==> config.mk <==
export PLATFORM = sky130hd
export DESIGN_NAME = pobd_ctrl
export DESIGN_NICKNAME = d
export VERILOG_FILES = /design/src/sv/pobd_pkg.sv /design/src/sv/pobd_ctrl.sv
export SDC_FILE = /design/constraint.sdc
export NUM_CORES = 1
export LEC_CHECK = 0
export BUFFER_PORTS_ARGS = -buffer_cell sky130_fd_sc_hd__buf_2
export CORE_AREA = 2 2 39 41
export CTS_CLUSTER_SIZE = 28
export DETAILED_ROUTE_END_ITERATION = 16
export DIE_AREA = 0 0 41 43
export GPL_ROUTABILITY_DRIVEN = 0
export SLEW_MARGIN = 20
export SYNTH_ARGS = -nofsm -noshare
export SYNTH_HDL_FRONTEND = slang
export SYNTH_SLANG_ARGS = --single-unit
==> constraint.sdc <==
create_clock -name clk -period 3.1 [get_ports clk]
set_input_delay 0.62 -clock clk [delete_from_list [all_inputs] [get_ports clk]]
set_output_delay 0.62 -clock clk [all_outputs]
set_load 0.01 [all_outputs]
==> src/sv/pobd_pkg.sv <==
// Shared types, constants and helpers of the beat detector.
// Used by the top level, the sequencer and the datapath; depends on nothing.
`timescale 1ns / 1ps

package pobd_pkg;

	localparam int MEAN_DEPTH_DEF = 15;
	localparam int RATE_DEPTH_DEF = 10;

	localparam logic [15:0] DC_ALPHA_RST  = 16'd62259;
	localparam logic [15:0] MIN_LEVEL_RST = 16'd100;
	localparam logic [15:0] MAX_LEVEL_RST = 16'd2000;

	localparam logic [1:0] REG_DC_ALPHA  = 2'd0;
	localparam logic [1:0] REG_MIN_LEVEL = 2'd1;
	localparam logic [1:0] REG_MAX_LEVEL = 2'd2;

	localparam logic [40:0] DC_MAX = {41{1'b1}} >> 1;

	localparam logic signed [16:0] LP_B = 17'sd16072;
	localparam logic signed [16:0] LP_A = 17'sd33392;

	localparam logic [31:0] RATE_NUM = 32'd3840000000;
	localparam logic [15:0] RATE_LO  = 16'd17920;
	localparam logic [15:0] RATE_HI  = 16'd51200;

	localparam logic [1:0] PH_IDLE = 2'd0;
	localparam logic [1:0] PH_RISE = 2'd1;
	localparam logic [1:0] PH_FALL = 2'd2;

	localparam logic [1:0] DIV_MEAN = 2'd0;
	localparam logic [1:0] DIV_RATE = 2'd1;

	typedef struct packed {
		logic [15:0] dc_alpha;
		logic [15:0] min_level;
		logic [15:0] max_level;
	} cfg_t;

	typedef struct packed {
		logic       load_in;
		logic       dc_mul;
		logic       dc_upd;
		logic       mean_upd;
		logic       div_start;
		logic [1:0] div_sel;
		logic       diff_ld;
		logic       lp_b;
		logic       lp_a;
		logic       lp_sum;
		logic       detect;
		logic       rate_upd;
		logic       avg_ld;
		logic       out_ld;
	} cmd_t;

	typedef struct packed {
		logic div_done;
		logic rate_go;
		logic avg_go;
		logic out_busy;
	} sts_t;

	function automatic logic signed [31:0] sat32(input logic signed [63:0] v);
		logic signed [31:0] r;
		if (v > 64'sd2147483647)
			r = 32'sh7FFFFFFF;
		else if (v < -64'sd2147483648)
			r = 32'sh80000000;
		else
			r = v[31:0];
		return r;
	endfunction

endpackage

==> src/sv/pobd_ctrl.sv <==
// Sequencer of the beat detector: steps one sample through the datapath.
// Depends on pobd_pkg for the command and status structs.
`timescale 1ns / 1ps

module pobd_ctrl (
	input  logic           clk,
	input  logic           arst_n,
	input  logic           in_valid,
	input  pobd_pkg::sts_t sts,
	output logic           in_ready,
	output pobd_pkg::cmd_t cmd
);

	localparam logic [3:0] S_IDLE  = 4'd0;
	localparam logic [3:0] S_DCMUL = 4'd1;
	localparam logic [3:0] S_DCUPD = 4'd2;
	localparam logic [3:0] S_MEAN  = 4'd3;
	localparam logic [3:0] S_MDIV  = 4'd4;
	localparam logic [3:0] S_MWAIT = 4'd5;
	localparam logic [3:0] S_LPB   = 4'd6;
	localparam logic [3:0] S_LPA   = 4'd7;
	localparam logic [3:0] S_LPSUM = 4'd8;
	localparam logic [3:0] S_DET   = 4'd9;
	localparam logic [3:0] S_DCHK  = 4'd10;
	localparam logic [3:0] S_RWAIT = 4'd11;
	localparam logic [3:0] S_RCHK  = 4'd12;
	localparam logic [3:0] S_OUT   = 4'd14;

	logic [3:0] state_q, state_d;

	always_ff @(posedge clk or negedge arst_n) begin
		if (!arst_n)
			state_q <= S_IDLE;
		else
			state_q <= state_d;
	end

	always_comb begin
		state_d     = state_q;
		cmd         = '0;
		cmd.div_sel = pobd_pkg::DIV_MEAN;
		unique case (state_q)
			S_IDLE: begin
				if (in_valid) begin
					cmd.load_in = 1'b1;
					state_d = S_DCMUL;
				end
			end
			S_DCMUL: begin
				cmd.dc_mul = 1'b1;
				state_d = S_DCUPD;
			end
			S_DCUPD: begin
				cmd.dc_upd = 1'b1;
				state_d = S_MEAN;
			end
			S_MEAN: begin
				cmd.mean_upd = 1'b1;
				state_d = S_MDIV;
			end
			S_MDIV: begin
				cmd.div_start = 1'b1;
				state_d = S_MWAIT;
			end
			S_MWAIT: begin
				if (sts.div_done) begin
					cmd.diff_ld = 1'b1;
					state_d = S_LPB;
				end
			end
			S_LPB: begin
				cmd.lp_b = 1'b1;
				state_d = S_LPA;
			end
			S_LPA: begin
				cmd.lp_a = 1'b1;
				state_d = S_LPSUM;
			end
			S_LPSUM: begin
				cmd.lp_sum = 1'b1;
				state_d = S_DET;
			end
			S_DET: begin
				cmd.detect = 1'b1;
				state_d = S_DCHK;
			end
			S_DCHK: begin
				if (sts.rate_go) begin
					cmd.div_start = 1'b1;
					cmd.div_sel = pobd_pkg::DIV_RATE;
					state_d = S_RWAIT;
				end else begin
					state_d = S_OUT;
				end
			end
			S_RWAIT: begin
				if (sts.div_done) begin
					cmd.rate_upd = 1'b1;
					state_d = S_RCHK;
				end
			end
			S_RCHK: begin
				// the window average is a reciprocal multiply, done in this step
				if (sts.avg_go)
					cmd.avg_ld = 1'b1;
				state_d = S_OUT;
			end
			S_OUT: begin
				if (!sts.out_busy) begin
					cmd.out_ld = 1'b1;
					state_d = S_IDLE;
				end
			end
			default: state_d = S_IDLE;
		endcase
	end

	assign in_ready = state_q == S_IDLE;

endmodule

==> metrics.log <==
INFO  metric worst_clock_skew = 2.609 ps
INFO  metric crit_path_cell_trace = nand2_1 > nor4b_1 > buf_2
INFO  metric grtUsageTotal = 14.72%
INFO  metric r2r_setup_slack = 1270 ps
INFO  metric post-route-drc-count = 0
INFO  metric final.period_utilization = 68.37%
INFO  metric design.core.area = 1384 sq um
INFO  metric worstHoldPathType = primary input to asynchronous set/reset pin
INFO  metric yosysWarningCount = 0
INFO  metric crit_path_top_delay_cell = sky130_fd_sc_hd__dfrtp_1
INFO  metric critPathMaxFanout = 19
INFO  metric synth_cell_type_count = 28
INFO  metric synth_top_area_share = 22.66%
INFO  metric mappedNetlistArea = 441.7 sq um
INFO  metric internal_power = 0.0002551 W
INFO  metric setup_repair_after_global_routing_missed_its_margin = false
INFO  metric grt_pass1_vias = 422
INFO  metric synth_cells = 64
INFO  metric finish.net_count = 89
INFO  metric max-cap-violations = 0
INFO  metric post-place-cells = 93
INFO  metric pin_count = 23
INFO  metric hold_viol = 0
INFO  metric routed-via-count = 494
INFO  metric run_status = finished, final reports clean
INFO  metric grt_first_pass_wirelength = around 1800 microns
INFO  metric largest_reg_flops = 4
INFO  metric antenna_cells = 0
INFO  metric worst_path_required = around 2500 ps
INFO  metric finish.cell_count_without_fillers = 96
INFO  metric timing_worst_setup_path_type = flip-flop to output port
INFO  metric post-route-util = 39.33%
INFO  metric wl_per_cell = between 10 and 15 microns
INFO  metric critical_path_arrival = 1500 ps
INFO  metric vdd_ir_drop_max = 0.0004477 V
INFO  metric overall_die_area = 1763 sq um
INFO  metric chipHeight = 43 microns
INFO  metric critPathMaxStageDelay = 650 ps
INFO  metric post-layout-total-power = 0.0005177 W
INFO  metric post_cts.repair.setup_buffers = 0
INFO  metric tightest_slew_margin_relative_to_the_limit = between 60% and 70%
INFO  metric clk_latency = 240 ps
INFO  metric regMostFlops = state_q
INFO  metric die_w = about 41 microns
INFO  metric critical_path.endpoint_type = output port
INFO  metric tritoncts_clock_tree = yes
INFO  metric post_cts_resized = 0
INFO  metric clock-sinks = 4
INFO  metric buffer_ports.inserted = 21
INFO  metric clk_path_buf_depth = 2
INFO  metric timing_worst_slew_pin_value = slightly above 500 ps
INFO  metric avgViaCountPerCell = roughly 5.1
INFO  metric power.share.switching = 50.73%
INFO  metric detailedRoute.firstPassIterationCount = 4
INFO  metric dp_hpwl = 738.1 microns
INFO  metric initial_core_util = 31.92%
INFO  metric synth_edf_count = 0
INFO  metric power-per-cell-area = 951.1 nW/um^2
INFO  metric clkTransAtPathRegs = approximately 40 ps
INFO  metric p_switching = 0.0002626 W
INFO  metric rows = 14
INFO  metric number_of_synthesized_register_bits = 4
INFO  metric top_regs = state_q: 4 flops
INFO  metric timing.hold.ws = 181.5 ps
INFO  metric power_leakage = 0.2616 nW
INFO  metric p_seq_share = 35.7%
INFO  metric predominant_post_synthesis_flop_cell = sky130_fd_sc_hd__dfrtp_1
INFO  metric synthesis.area_per_instance = 6.901 sq um
INFO  metric drtIter0Drc = 3
INFO  metric timing.critical_path.from_type = flip-flop
INFO  metric detail-route-antenna-nets = 0
INFO  metric power.combinational.fraction = 51.7%
INFO  metric tns = 0 ps
INFO  metric htreeDepth = 1
INFO  metric layout-drive-gt1-share = between 30% and 40%
INFO  metric finalWorstPathRequiredPeriod = 2119 ps
INFO  metric tritoncts.num_buffers = 3
INFO  metric synth_top_cell_by_area = sky130_fd_sc_hd__dfrtp_1
INFO  metric cts_hold_buffers = 0
INFO  metric report.final.setup_viol = 0
INFO  metric slew_limit_fails = 0
INFO  metric netlist_top_cells_area = sky130_fd_sc_hd__dfrtp_1, sky130_fd_sc_hd__nor3_1, sky130_fd_sc_hd__nor2_1, sky130_fd_sc_hd__nand2b_1, sky130_fd_sc_hd__nor2b_1
INFO  metric cts_root_buf = sky130_fd_sc_hd__clkbuf_4
INFO  metric fraction_of_the_yosys_area_taken_by_sequential_cells = between 20% and 30%
INFO  metric grt_start_max_net_pins = 20
INFO  metric synth.net_count = 71
INFO  metric clock_power_share = ~13%
INFO  metric routed_wire_length = 1063 microns
INFO  metric fmax = 471.8 MHz
INFO  metric gr-total-overflow = 0
INFO  metric area_delta_synth_final = 23.23%
INFO  metric synth-async-reset-ratio = 100.0%
INFO  metric antenna_violations_before_repair = 0
==> synth_stat cells (2+ instances only) <==
| cell | count |
|---|---|
| sky130_fd_sc_hd__nand2_1 | 5 |
| sky130_fd_sc_hd__nor2b_1 | 4 |
| sky130_fd_sc_hd__nand2b_1 | 4 |
| sky130_fd_sc_hd__o21ai_0 | 5 |
| sky130_fd_sc_hd__nor2_1 | 7 |
| sky130_fd_sc_hd__dfrtp_1 | 4 |
| sky130_fd_sc_hd__buf_4 | 2 |
| sky130_fd_sc_hd__nor3_1 | 8 |
| sky130_fd_sc_hd__clkbuf_1 | 5 |
| sky130_fd_sc_hd__a21oi_1 | 2 |
==> worst paths after layout <==
| kind | startpoint | end | depth (start not counted) |
|---|---|---|---|
| setup / recovery | state_q[3] | cmd[1] | 3 |
| hold / removal | arst_n | state_q[2] | 1 |
| setup reg to reg | state_q[1] | state_q[2] | 4 |
| hold reg to reg | state_q[1] | state_q[1] | 2 |
| max in group asynchronous | arst_n | state_q[3] | 1 |
| min in group clk | sts[3] | state_q[1] | 4 |
==> cells in the final DEF (no fill, tap or decap) <==
master | netlist | layout
sky130_fd_sc_hd__nor2b_1 | 4 | 4
sky130_fd_sc_hd__conb_1 | 1 | 1
sky130_fd_sc_hd__dfrtp_1 | 4 | 4
sky130_fd_sc_hd__and2_1 | 1 | 1
sky130_fd_sc_hd__nor4_1 | 1 | 1
sky130_fd_sc_hd__a21oi_2 | 1 | 1
sky130_fd_sc_hd__nand2b_1 | 4 | 4
sky130_fd_sc_hd__a31oi_1 | 1 | 1
sky130_fd_sc_hd__a32oi_1 | 1 | 1
sky130_fd_sc_hd__buf_2 | 0 | 21
sky130_fd_sc_hd__a211oi_1 | 1 | 1
sky130_fd_sc_hd__mux2_1 | 1 | 1
sky130_fd_sc_hd__o22ai_1 | 1 | 1
sky130_fd_sc_hd__a21o_1 | 1 | 1
sky130_fd_sc_hd__nor3_1 | 8 | 8
sky130_fd_sc_hd__nand4_1 | 1 | 1
sky130_fd_sc_hd__a21oi_1 | 2 | 2
sky130_fd_sc_hd__nor2_1 | 7 | 7
sky130_fd_sc_hd__inv_1 | 1 | 1
sky130_fd_sc_hd__o21ai_0 | 5 | 5
sky130_fd_sc_hd__a31o_2 | 1 | 1
sky130_fd_sc_hd__or4_4 | 1 | 1
sky130_fd_sc_hd__nor4b_1 | 1 | 1
sky130_fd_sc_hd__a21boi_0 | 1 | 1
sky130_fd_sc_hd__nand2_1 | 5 | 5
sky130_fd_sc_hd__o21a_1 | 1 | 1
sky130_fd_sc_hd__clkbuf_4 | 0 | 3
==> power groups by stage <==
stage               Sequential, W  Combinational (W)  Clock (W)
floorplan               0.0000939           0.000303          0
global placement         0.000182           0.000271          0
detailed placement       0.000186           0.000269          0
CTS                      0.000185           0.000270  0.0000691
global route             0.000199           0.000305  0.0000716
finish                   0.000185           0.000268  0.0000652
==> cell type report <==
| type | count | area (sq um) |
|---|---|---|
| fillers | 159 | 839.6 |
| multi-input cells | 51 | 292.8 |
| repair buffers | 21 | 105.1 |
| flip-flops and latches | 4 | 100.1 |
| clock buffers | 3 | 22.52 |
| well taps | 16 | 20.02 |
| inverters | 1 | 3.754 |
==> through the flow <==
step,worst slack (ps),area (sq um)
after floorplan,1075,441.7
after global placement,1252,521.8
after detailed placement,1225,521.8
after CTS,962.0,544.3
after global routing,826.6,544.3
final,980.7,544.3
==> cell families (layout without fill, tap and decap cells) <==
family	Yosys count	after routing	share of synthesized area [%]
AOI/OAI and AO/OA	16	16	23.52
other	1	1	0.8490
DFF	4	4	22.66
muxes	1	1	2.549
and+or+nand+nor	33	33	39.38
buffers and inverters	9	25	11.05
==> per-layer routing <==
| layer | vias up | part of all wire (%) | global-route usage (%) |
|---|---|---|---|
| li1 | 256 | - | - |
| met5 | - | 0 | 0 |
| met3 | 0 | 6.1 | 1.571 |
| met4 | 0 | 0 | 10.00 |
| met1 | 223 | 46 | 21.17 |
| met2 | 15 | 48 | 19.69 |
==> critical path, delay by kind of cell, from the launching register on <==
family                 cells  cell delay [ps]
AND/OR/NAND/NOR            2              440
flip-flops                 1              650
buffers and inverters      1              170
Power figures use the tool's default switching activity.
